## config.mk

```make
export PLATFORM = sky130hd
export DESIGN_NAME = aspect_keeping_nearest_downscaler
export DESIGN_NICKNAME = d
export VERILOG_FILES = /design/src/hdl/ankd_pkg.sv /design/src/hdl/ankd_div.sv /design/src/hdl/ankd_front.sv /design/src/hdl/ankd_queue.sv /design/src/hdl/aspect_keeping_nearest_downscaler.sv
export VERILOG_INCLUDE_DIRS = /design/src /design/src/hdl
export SDC_FILE = /design/constraint.sdc
export NUM_CORES = 2
export LEC_CHECK = 0
export ABC_AREA = 1
export BUFFER_PORTS_ARGS = -buffer_cell sky130_fd_sc_hd__buf_4
export CORE_MARGIN = 1.5
export CORE_UTILIZATION = 35
export DETAILED_ROUTE_END_ITERATION = 7
export GPL_TIMING_DRIVEN = 1
export SETUP_SLACK_MARGIN = 0.1
export SYNTH_ARGS = -nofsm -noshare
export SYNTH_HDL_FRONTEND = slang
export SYNTH_SLANG_ARGS = --single-unit
```

## constraint.sdc

```tcl
create_clock -name clk -period 5.8 [get_ports clk]
set_input_delay 1.16 -clock clk [delete_from_list [all_inputs] [get_ports clk]]
set_output_delay 1.16 -clock clk [all_outputs]
set_load 0.005 [all_outputs]
```

## src/hdl/aspect_keeping_nearest_downscaler_defines.svh

```systemverilog
// Assertion macros for the aspect keeping nearest downscaler.
// Included by files that carry concurrent checks; define ASSERT_OFF to drop them.
`ifndef ASPECT_KEEPING_NEAREST_DOWNSCALER_DEFINES_SVH
`define ASPECT_KEEPING_NEAREST_DOWNSCALER_DEFINES_SVH
`ifndef ASSERT_OFF
`define ASSERT_HOLDS(lbl, clk, rst_n, ante, cons) \
	lbl: assert property (@(posedge clk) disable iff (!rst_n) (ante) |-> (cons)) \
		else $error("%m: same-cycle check failed");
`define ASSERT_NEXT(lbl, clk, rst_n, ante, cons) \
	lbl: assert property (@(posedge clk) disable iff (!rst_n) (ante) |=> (cons)) \
		else $error("%m: next-cycle check failed");
`else
`define ASSERT_HOLDS(lbl, clk, rst_n, ante, cons)
`define ASSERT_NEXT(lbl, clk, rst_n, ante, cons)
`endif
`endif

```

## src/hdl/ankd_pkg.sv

```systemverilog
// Shared types and constants for the aspect keeping nearest downscaler.
// No dependencies; imported by every module of the block.
package ankd_pkg;

	localparam int SIDE_W        = 13;
	localparam int TGT_W         = SIDE_W + 1;
	localparam int PIX_W         = 32;
	localparam int DVD_W         = 2 * SIDE_W;
	localparam int DCNT_W        = $clog2(DVD_W + 1);
	localparam int CFG_IDX_W     = 2;
	localparam int SIDE_CAP      = (1 << SIDE_W) - 1;
	localparam int MAX_SIDE_DEF  = 4096;
	localparam int QUEUE_DEPTH   = 4;

	localparam logic [SIDE_W-1:0] SRC_WIDTH_RST  = SIDE_W'(64);
	localparam logic [SIDE_W-1:0] SRC_HEIGHT_RST = SIDE_W'(64);
	localparam logic [SIDE_W-1:0] DIM_LIMIT_RST  = SIDE_W'(0);

	typedef enum logic [CFG_IDX_W-1:0] {
		REG_SRC_WIDTH  = 2'd0,
		REG_SRC_HEIGHT = 2'd1,
		REG_DIM_LIMIT  = 2'd2
	} cfg_reg_t;

	typedef enum logic [3:0] {
		ST_IDLE,
		ST_W_GO,
		ST_W_RUN,
		ST_H_GO,
		ST_H_RUN,
		ST_CR_GO,
		ST_CR_RUN,
		ST_RR_GO,
		ST_RR_RUN
	} setup_state_t;

	typedef struct packed {
		logic [SIDE_W-1:0] src_width;
		logic [SIDE_W-1:0] src_height;
		logic [SIDE_W-1:0] dim_limit;
		logic              wr;
	} cfg_t;

	typedef struct packed {
		logic [PIX_W-1:0]  pixel;
		logic              row_end;
		logic              frame_end;
		logic [SIDE_W-1:0] width;
		logic [SIDE_W-1:0] height;
	} beat_t;

	typedef struct packed {
		logic  valid;
		beat_t beat;
	} push_t;

	typedef struct packed {
		logic              start;
		logic [DVD_W-1:0]  dividend;
		logic [SIDE_W-1:0] divisor;
	} div_req_t;

	typedef struct packed {
		logic              busy;
		logic              done;
		logic [DVD_W-1:0]  quotient;
		logic [SIDE_W-1:0] remainder;
	} div_rsp_t;

endpackage

```

## src/hdl/ankd_div.sv

```systemverilog
// Radix-2 restoring divider, one quotient bit per cycle.
// Uses ankd_pkg; shared by the front end for output size and step ratios.
module ankd_div import ankd_pkg::*; (
	input  logic     clk,
	input  logic     arst_n,
	input  div_req_t req,
	output div_rsp_t rsp
);

	logic              busy_q;
	logic              done_q;
	logic [DCNT_W-1:0] cnt_q;
	logic [DVD_W-1:0]  dvd_q;
	logic [SIDE_W-1:0] rem_q;
	logic [SIDE_W-1:0] dvs_q;

	logic [SIDE_W:0]   trial;
	logic [SIDE_W:0]   trial_diff;
	logic              ge;

	assign trial      = {rem_q, dvd_q[DVD_W-1]};
	assign trial_diff = trial - {1'b0, dvs_q};
	assign ge         = trial >= {1'b0, dvs_q};

	always_ff @(posedge clk or negedge arst_n) begin
		if (!arst_n) begin
			busy_q <= 1'b0;
			done_q <= 1'b0;
			cnt_q  <= '0;
		end else if (req.start) begin
			busy_q <= 1'b1;
			done_q <= 1'b0;
			cnt_q  <= DCNT_W'(DVD_W);
		end else if (busy_q) begin
			cnt_q <= cnt_q - DCNT_W'(1);
			if (cnt_q == DCNT_W'(1)) begin
				busy_q <= 1'b0;
				done_q <= 1'b1;
			end
		end else begin
			done_q <= 1'b0;
		end
	end

	always_ff @(posedge clk) begin
		if (req.start) begin
			dvd_q <= req.dividend;
			rem_q <= '0;
			dvs_q <= req.divisor;
		end else if (busy_q) begin
			dvd_q <= {dvd_q[DVD_W-2:0], ge};
			rem_q <= ge ? trial_diff[SIDE_W-1:0] : trial[SIDE_W-1:0];
		end
	end

	assign rsp.busy      = busy_q;
	assign rsp.done      = done_q;
	assign rsp.quotient  = dvd_q;
	assign rsp.remainder = rem_q;

endmodule

```

## src/hdl/ankd_front.sv

```systemverilog
// Front end: frame setup sequencer, source scan counters and pixel selection.
// Uses ankd_pkg; drives ankd_div and pushes selected beats into ankd_queue.
module ankd_front import ankd_pkg::*; #(
	parameter int MAX_SIDE = MAX_SIDE_DEF
) (
	input  logic             clk,
	input  logic             arst_n,
	input  cfg_t             cfg,
	input  logic             in_valid,
	output logic             in_stall,
	input  logic [PIX_W-1:0] source_pixel,
	input  logic             q_full,
	output push_t            push,
	output div_req_t         div_req,
	input  div_rsp_t         div_rsp
);

	localparam int                CLAMP   = (MAX_SIDE > SIDE_CAP) ? SIDE_CAP : MAX_SIDE;
	localparam logic [SIDE_W-1:0] CLAMP_V = SIDE_W'(CLAMP);

	function automatic logic [SIDE_W-1:0] clamp_side(input logic [SIDE_W-1:0] v);
		logic [SIDE_W-1:0] r;
		r = v;
		if (v == '0)
			r = SIDE_W'(1);
		else if (v > CLAMP_V)
			r = CLAMP_V;
		return r;
	endfunction

	setup_state_t state_q, state_d;

	logic fresh_q, ratio_ok_q;

	logic [SIDE_W-1:0] dw_q, dh_q;
	logic [SIDE_W-1:0] col_step_q, col_rstep_q, row_step_q, row_rstep_q;

	logic [SIDE_W-1:0] col_q, row_q, dcol_q, drow_q;
	logic [TGT_W-1:0]  col_tgt_q, row_tgt_q;
	logic [SIDE_W-1:0] col_rem_q, row_rem_q;

	logic [SIDE_W-1:0] sw, sh, lim, big;
	logic              scale;
	logic [DVD_W-1:0]  prod_w, prod_h;
	logic              at_origin, size_needed, need_setup, accept;
	logic              row_hit, emit, re, fe, last_col, last_row;
	logic [SIDE_W-1:0] dcol_inc, drow_inc;
	logic [SIDE_W:0]   c_sum, c_sub, r_sum, r_sub;
	logic              c_wrap, r_wrap;
	logic [TGT_W-1:0]  col_tgt_next, row_tgt_next;
	logic [SIDE_W-1:0] div_q13;

	assign sw    = clamp_side(cfg.src_width);
	assign sh    = clamp_side(cfg.src_height);
	assign lim   = (cfg.dim_limit > CLAMP_V) ? CLAMP_V : cfg.dim_limit;
	assign big   = (sw > sh) ? sw : sh;
	assign scale = (lim != '0) && ((sw > lim) || (sh > lim));
	assign prod_w = DVD_W'(sw) * DVD_W'(lim);
	assign prod_h = DVD_W'(sh) * DVD_W'(lim);

	assign at_origin   = (col_q == '0) && (row_q == '0);
	assign size_needed = at_origin && !fresh_q;
	assign need_setup  = size_needed || !ratio_ok_q;
	assign accept      = in_valid && !in_stall;

	// next state
	always_comb begin
		state_d = state_q;
		case (state_q)
			ST_IDLE: begin
				if (in_valid && size_needed)
					state_d = scale ? ST_W_GO : ST_CR_GO;
				else if (in_valid && !ratio_ok_q)
					state_d = ST_CR_GO;
			end
			ST_W_GO:   state_d = ST_W_RUN;
			ST_W_RUN:  if (div_rsp.done) state_d = ST_H_GO;
			ST_H_GO:   state_d = ST_H_RUN;
			ST_H_RUN:  if (div_rsp.done) state_d = ST_CR_GO;
			ST_CR_GO:  state_d = ST_CR_RUN;
			ST_CR_RUN: if (div_rsp.done) state_d = ST_RR_GO;
			ST_RR_GO:  state_d = ST_RR_RUN;
			ST_RR_RUN: if (div_rsp.done) state_d = ST_IDLE;
			default:   state_d = ST_IDLE;
		endcase
		if (cfg.wr)
			state_d = ST_IDLE;
	end

	// outputs
	always_comb begin
		div_req.start    = 1'b0;
		div_req.dividend = '0;
		div_req.divisor  = big;
		case (state_q)
			ST_W_GO: begin
				div_req.start    = 1'b1;
				div_req.dividend = prod_w;
			end
			ST_H_GO: begin
				div_req.start    = 1'b1;
				div_req.dividend = prod_h;
			end
			ST_CR_GO: begin
				div_req.start    = 1'b1;
				div_req.dividend = DVD_W'(sw);
				div_req.divisor  = dw_q;
			end
			ST_RR_GO: begin
				div_req.start    = 1'b1;
				div_req.dividend = DVD_W'(sh);
				div_req.divisor  = dh_q;
			end
			default: ;
		endcase
		in_stall = !((state_q == ST_IDLE) && !need_setup && !q_full);
	end

	always_ff @(posedge clk or negedge arst_n) begin
		if (!arst_n) begin
			state_q    <= ST_IDLE;
			fresh_q    <= 1'b0;
			ratio_ok_q <= 1'b0;
		end else begin
			state_q <= state_d;
			if (cfg.wr) begin
				fresh_q    <= 1'b0;
				ratio_ok_q <= 1'b0;
			end else if (accept) begin
				fresh_q <= 1'b0;
			end else if (state_q == ST_RR_RUN && div_rsp.done) begin
				fresh_q    <= 1'b1;
				ratio_ok_q <= 1'b1;
			end
		end
	end

	// quotient of an output size division, at least 1
	assign div_q13 = (div_rsp.quotient == '0) ? SIDE_W'(1) : div_rsp.quotient[SIDE_W-1:0];

	always_ff @(posedge clk) begin
		if (state_q == ST_IDLE && state_d == ST_CR_GO && size_needed) begin
			dw_q <= sw;
			dh_q <= sh;
		end
		if (state_q == ST_W_RUN && div_rsp.done)
			dw_q <= div_q13;
		if (state_q == ST_H_RUN && div_rsp.done)
			dh_q <= div_q13;
		if (state_q == ST_CR_RUN && div_rsp.done) begin
			col_step_q  <= div_rsp.quotient[SIDE_W-1:0];
			col_rstep_q <= div_rsp.remainder;
		end
		if (state_q == ST_RR_RUN && div_rsp.done) begin
			row_step_q  <= div_rsp.quotient[SIDE_W-1:0];
			row_rstep_q <= div_rsp.remainder;
		end
	end

	// per-pixel selection
	assign row_hit  = ({1'b0, row_q} == row_tgt_q) && (drow_q < dh_q);
	assign emit     = row_hit && ({1'b0, col_q} == col_tgt_q) && (dcol_q < dw_q);
	assign dcol_inc = dcol_q + SIDE_W'(1);
	assign drow_inc = drow_q + SIDE_W'(1);
	assign re       = (dcol_inc == dw_q);
	assign fe       = re && (drow_inc == dh_q);
	assign last_col = ({1'b0, col_q} + TGT_W'(1)) >= {1'b0, sw};
	assign last_row = ({1'b0, row_q} + TGT_W'(1)) >= {1'b0, sh};

	assign c_sum  = {1'b0, col_rem_q} + {1'b0, col_rstep_q};
	assign c_sub  = c_sum - {1'b0, dw_q};
	assign c_wrap = c_sum >= {1'b0, dw_q};
	assign col_tgt_next = col_tgt_q + TGT_W'(col_step_q) + TGT_W'(c_wrap);

	assign r_sum  = {1'b0, row_rem_q} + {1'b0, row_rstep_q};
	assign r_sub  = r_sum - {1'b0, dh_q};
	assign r_wrap = r_sum >= {1'b0, dh_q};
	assign row_tgt_next = row_tgt_q + TGT_W'(row_step_q) + TGT_W'(r_wrap);

	always_ff @(posedge clk or negedge arst_n) begin
		if (!arst_n) begin
			col_q     <= '0;
			row_q     <= '0;
			dcol_q    <= '0;
			drow_q    <= '0;
			col_tgt_q <= '0;
			row_tgt_q <= '0;
			col_rem_q <= '0;
			row_rem_q <= '0;
		end else if (accept) begin
			if (emit) begin
				dcol_q    <= dcol_inc;
				col_tgt_q <= col_tgt_next;
				col_rem_q <= c_wrap ? c_sub[SIDE_W-1:0] : c_sum[SIDE_W-1:0];
			end
			if (!last_col) begin
				col_q <= col_q + SIDE_W'(1);
			end else begin
				col_q     <= '0;
				dcol_q    <= '0;
				col_tgt_q <= '0;
				col_rem_q <= '0;
				if (last_row) begin
					row_q     <= '0;
					drow_q    <= '0;
					row_tgt_q <= '0;
					row_rem_q <= '0;
				end else begin
					if (row_hit) begin
						drow_q    <= drow_inc;
						row_tgt_q <= row_tgt_next;
						row_rem_q <= r_wrap ? r_sub[SIDE_W-1:0] : r_sum[SIDE_W-1:0];
					end
					row_q <= row_q + SIDE_W'(1);
				end
			end
		end
	end

	assign push.valid          = accept && emit;
	assign push.beat.pixel     = source_pixel;
	assign push.beat.row_end   = re;
	assign push.beat.frame_end = fe;
	assign push.beat.width     = dw_q;
	assign push.beat.height    = dh_q;

endmodule

```

## src/hdl/ankd_queue.sv

```systemverilog
// Back end: short beat queue that decouples pixel selection from the output port.
// Uses ankd_pkg; fed by ankd_front.
module ankd_queue import ankd_pkg::*; #(
	parameter int DEPTH = QUEUE_DEPTH
) (
	input  logic  clk,
	input  logic  arst_n,
	input  push_t push,
	output logic  full,
	output logic  out_valid,
	input  logic  out_stall,
	output beat_t out_beat
);

	localparam int PTR_W = (DEPTH > 1) ? $clog2(DEPTH) : 1;
	localparam int CNT_W = $clog2(DEPTH + 1);
	localparam logic [PTR_W-1:0] LAST_PTR = PTR_W'(DEPTH - 1);

	beat_t            mem_q [DEPTH];
	logic [PTR_W-1:0] wr_ptr_q, rd_ptr_q;
	logic [CNT_W-1:0] cnt_q;
	logic             pop;

	assign out_valid = (cnt_q != '0);
	assign full      = (cnt_q == CNT_W'(DEPTH));
	assign pop       = out_valid && !out_stall;
	assign out_beat  = mem_q[rd_ptr_q];

	always_ff @(posedge clk) begin
		if (push.valid)
			mem_q[wr_ptr_q] <= push.beat;
	end

	always_ff @(posedge clk or negedge arst_n) begin
		if (!arst_n) begin
			wr_ptr_q <= '0;
			rd_ptr_q <= '0;
			cnt_q    <= '0;
		end else begin
			if (push.valid)
				wr_ptr_q <= (wr_ptr_q == LAST_PTR) ? '0 : wr_ptr_q + PTR_W'(1);
			if (pop)
				rd_ptr_q <= (rd_ptr_q == LAST_PTR) ? '0 : rd_ptr_q + PTR_W'(1);
			if (push.valid && !pop)
				cnt_q <= cnt_q + CNT_W'(1);
			else if (pop && !push.valid)
				cnt_q <= cnt_q - CNT_W'(1);
		end
	end

endmodule

```

## src/hdl/aspect_keeping_nearest_downscaler.sv

```systemverilog
// Top level of the aspect keeping nearest downscaler: config registers and wiring.
// Uses ankd_pkg, ankd_div, ankd_front, ankd_queue and the assertion macro header.
//
//  channel   dir  handshake              payload
//  in        in   in_valid / in_stall    source_pixel
//  out       out  out_valid / out_stall  output_pixel, row_end, frame_end,
//                                        output_width, output_height
//  cfg       in   cfg_valid / cfg_ready  cfg_index, cfg_data
//
// One pixel per clock within a frame while in_stall is low. At the first pixel of each
// frame the shared serial divider computes output size (when scaling) and step ratios,
// one bit a cycle; at the next pixel after any config write it recomputes the step ratios.
// Reset is asynchronous; no clearing pass. out_stall backs up into a four beat
// queue before in_stall rises.
`include "aspect_keeping_nearest_downscaler_defines.svh"

module aspect_keeping_nearest_downscaler import ankd_pkg::*; #(
	parameter int MAX_SIDE = MAX_SIDE_DEF,
	parameter int QDEPTH   = QUEUE_DEPTH
) (
	input  logic                 clk,
	input  logic                 arst_n,
	input  logic                 cfg_valid,
	output logic                 cfg_ready,
	input  logic [CFG_IDX_W-1:0] cfg_index,
	input  logic [SIDE_W-1:0]    cfg_data,
	input  logic                 in_valid,
	output logic                 in_stall,
	input  logic [PIX_W-1:0]     source_pixel,
	output logic                 out_valid,
	input  logic                 out_stall,
	output logic [PIX_W-1:0]     output_pixel,
	output logic                 row_end,
	output logic                 frame_end,
	output logic [SIDE_W-1:0]    output_width,
	output logic [SIDE_W-1:0]    output_height
);

	logic [SIDE_W-1:0] src_width_q, src_height_q, dim_limit_q;
	cfg_t              cfg;
	push_t             push;
	logic              q_full;
	div_req_t          div_req;
	div_rsp_t          div_rsp;
	beat_t             out_beat;

	assign cfg_ready = 1'b1;

	always_ff @(posedge clk or negedge arst_n) begin
		if (!arst_n) begin
			src_width_q  <= SRC_WIDTH_RST;
			src_height_q <= SRC_HEIGHT_RST;
			dim_limit_q  <= DIM_LIMIT_RST;
		end else if (cfg_valid && cfg_ready) begin
			case (cfg_reg_t'(cfg_index))
				REG_SRC_WIDTH:  src_width_q  <= cfg_data;
				REG_SRC_HEIGHT: src_height_q <= cfg_data;
				REG_DIM_LIMIT:  dim_limit_q  <= cfg_data;
				default: ;
			endcase
		end
	end

	assign cfg.src_width  = src_width_q;
	assign cfg.src_height = src_height_q;
	assign cfg.dim_limit  = dim_limit_q;
	assign cfg.wr         = cfg_valid && cfg_ready;

	ankd_div u_div (
		.clk    (clk),
		.arst_n (arst_n),
		.req    (div_req),
		.rsp    (div_rsp)
	);

	ankd_front #(
		.MAX_SIDE (MAX_SIDE)
	) u_front (
		.clk          (clk),
		.arst_n       (arst_n),
		.cfg          (cfg),
		.in_valid     (in_valid),
		.in_stall     (in_stall),
		.source_pixel (source_pixel),
		.q_full       (q_full),
		.push         (push),
		.div_req      (div_req),
		.div_rsp      (div_rsp)
	);

	ankd_queue #(
		.DEPTH (QDEPTH)
	) u_queue (
		.clk       (clk),
		.arst_n    (arst_n),
		.push      (push),
		.full      (q_full),
		.out_valid (out_valid),
		.out_stall (out_stall),
		.out_beat  (out_beat)
	);

	assign output_pixel  = out_beat.pixel;
	assign row_end       = out_beat.row_end;
	assign frame_end     = out_beat.frame_end;
	assign output_width  = out_beat.width;
	assign output_height = out_beat.height;

	`ASSERT_HOLDS(a_no_accept_full, clk, arst_n, in_valid && !in_stall, !q_full)
	`ASSERT_NEXT(a_cfg_forces_setup, clk, arst_n, cfg_valid && cfg_ready, in_stall)
	`ASSERT_HOLDS(a_frame_end_row_end, clk, arst_n, out_valid && frame_end, row_end)
	`ASSERT_HOLDS(a_size_nonzero, clk, arst_n, out_valid, output_width != '0 && output_height != '0)

endmodule

```

==> run metrics <==
outcome=finished with violations; failing checks=negative setup slack; RSZ-0062 raised after global routing=true; number of synthesized flops with an enable pin=357; Total Routed Length=130000 µm; ANT cells=0; asr flop ratio synth=0.308; First-pass DRT Iterations=7; DP Area=46600 µm²; Worst path max stage delay=0.56 ns; Cell Area, Synth=41100 µm²; HP Class=flip-flop to flip-flop; total chip power=18.0 mW; CTS clk-pin slew, worst paths=0.06 ns; die height=346 µm; worst r2r src=dim_limit_q[1]; CTS buffer count=58; Post-Syn Nets=5437; die area=120000 µm²; first-pass GRT wire length=201000 µm; Starting Density=0.353; GRT Total Usage=0.215; r2r worst-path depth=32; 1st-iter DRT viols=2553; Worst setup EP type=flip-flop; Setup Skew=0.0462 ns; DR WL/cell=19.0 µm; Leak=23.5 nW; hold endpoint=u_div.cnt_q[4]; final cell count without fillers=6856; CP Class=flip-flop to flip-flop; PnR worst setup slack=-0.246 ns; Via Count=34900; Synth Warn #=0; clk_lat worst skew=0.69 ns; Die Span X=346 µm; crit-path max FO=8; worst slack, placed=-0.558 ns; initial antenna violation count=2; clk root buf=clkbuf_16; dpl hpwl=98400 µm; final hold viol count=0; Setup-failing EPs final=15; Layout Area Growth over Synthesis=23.9%; Post-CTS Hold Buffers=0; final core utilization=0.438; antenna-violating nets left=0; HP Start=u_div.cnt_q[4]; row count=125; Min Hold Slack=0.480 ns; Final Cell Area=50900 µm²; grt total ovfl=0; pin count of the biggest net entering global routing=86; Worst Hold Path Cells=2; Post-Place Cells=6655; slowest cell on the critical path=fa_1; CTS tree=yes; R2R Setup Slk=-0.25 ns; startpoint types=flip-flop; Peak Freq=165 MHz; post-synthesis cell count=4775; post-synthesis sequential area ratio=0.368; Final Cycle Share=1.04; Final Wtd Congestion=0.977; Main synth FF type=edfxtp_1; drt drc=0; vias per inst=5.09; Setup TNS=-2.30 ns; reg2reg end=u_div.dvd_q[22]; Final Max Slew Viols=0; Worst Tran Pin Value=1.09 ns; PortBufs=113; Worst setup startpoint=dim_limit_q[1]; Core Region=116000 µm²; clock buffer depth=3; peak supply drop=318 µV; io pins=115; share of post-route cells with drive strength above 1=0.202; PwrDens=353 nW/µm²; syn avg cell area=8.61 µm²; crit path DAT=6.47 ns; Slew headroom=0.270; Yosys reg bits=535; Sink Count=535; vias in the first global route=34500; CP required=6.23 ns; Synth cell types=64; fin nets=5945; H-tree levels=2; max-cap violations=0; minimum clock period=6.05 ns; FILL cells=11300
-- sequential cells by signal (all words and copies together) (netlist names), 5 cells and up --
register	count
u_front.col_tgt_q	14
u_front.row_q	13
u_queue.mem_q	240
u_front.col_step_q	13
src_height_q	13
u_front.row_tgt_q	14
u_front.dcol_q	13
u_front.row_step_q	13
src_width_q	13
u_div.dvd_q	26
u_front.drow_q	13
u_front.dh_q	13
u_front.row_rem_q	13
u_div.dvs_q	13
u_front.row_rstep_q	13
u_front.dw_q	13
u_front.col_rstep_q	13
dim_limit_q	13
u_front.col_rem_q	13
u_front.col_q	13
u_div.rem_q	13
u_div.cnt_q	5
-- cell type report --
cell class,instances,area (µm²),area share
Tap cell,1524,1910,0.0374
Clock inverter,33,314,0.00617
Clock buffer,76,1550,0.0304
Timing Repair Buffer,589,4900,0.0962
Sequential cell,535,15100,0.297
Inverter,787,3050,0.0599
Multi-Input combinational cell,3312,24100,0.473
-- cells in the mapped netlist, drive strengths merged (13+ instances only) --
| library cell | n | area (µm²) |
|---|---|---|
| a21oi | 190 | 958 |
| a31oi | 17 | 106 |
| buf | 41 | 238 |
| clkbuf | 101 | 380 |
| clkinv | 21 | 78.8 |
| dfrtp | 163 | 4080 |
| dfxtp | 13 | 260 |
| edfxtp | 357 | 10700 |
| fa | 252 | 5040 |
| ha | 358 | 4480 |
| inv | 766 | 2880 |
| nand2 | 934 | 3540 |
| nand3 | 202 | 1020 |
| nand4 | 53 | 347 |
| nor2 | 531 | 2040 |
| nor3 | 50 | 283 |
| nor4 | 19 | 119 |
| o21ai | 347 | 1740 |
| o21bai | 16 | 120 |
| o22ai | 92 | 576 |
| or2 | 30 | 188 |
| xnor2 | 39 | 342 |
| xor2 | 89 | 780 |
-- worst max path at each step --
stage | slack, ns | endpoint
6_report | -0.25 | u_div.dvd_q[22]
5_1_grt | -0.53 | u_div.dvd_q[22]
4_1_cts | -0.20 | u_div.dvd_q[21]
3_5_place_dp | -0.56 | u_div.dvd_q[21]
3_3_place_gp | -0.52 | u_div.dvd_q[21]
2_1_floorplan | 0.09 | u_div.dvd_q[22]
-- what timing repair did --
item / 4_1_cts / 5_1_grt
pin swaps: 90 / 132
hold endpoints to repair: 0 / 0
gates resized for setup: 222 / 236
buffers inserted: 51 / 40
cloned: 1 / 1
setup endpoints to repair: 19 / 25
-- report_power, final --
group | total (mW) | internal, mW | switching, mW
registers | 4.90 | 4.49 | 0.411
clock network | 3.64 | 1.99 | 1.65
logic | 9.41 | 3.99 | 5.42
total | 18.0 | 10.5 | 7.48
-- logic make-up after synthesis --
family | after synthesis | synth area share
AND/OR/NAND/NOR | 1834 | 0.186
buffers and inverters | 929 | 0.0870
AO/OA/AOI/OAI | 738 | 0.100
adder cells (fa/ha/maj) | 610 | 0.232
other | 1 | 0.0000912
XOR/XNOR | 128 | 0.0273
flip-flops | 535 | 0.368
-- metal layers --
metal	part of all wire	up-vias	global-route usage
li1	-	16600	-
met1	0.43	16900	0.286
met2	0.47	1128	0.353
met3	0.060	284	0.0296
met4	0.046	4	0.0890
met5	0.00014	-	0
-- worst max-delay path, delay by kind of cell, from the launching register on --
family                   cells  cell delay (ns)
AO/OA/AOI/OAI                6             0.66
AND/OR/NAND/NOR             12             1.20
buffers and inverters        8             0.72
flip-flops                   1             0.38
adder cells (fa/ha/maj)      6             2.83
-- layout by cell type (no fill, tap or decap), types with 41 or more instances in the layout --
master	instances
clkbuf_16	59
a21oi_1	156
nand3_1	183
o21ai_1	41
o21ai_0	293
dfrtp_1	161
ha_1	320
inv_2	60
nand2_1	879
xor2_1	87
inv_1	699
nand4_1	52
edfxtp_1	357
o22ai_1	91
buf_4	522
fa_1	232
nor2_1	461
No activity file was read; power rests on OpenSTA's default activity.
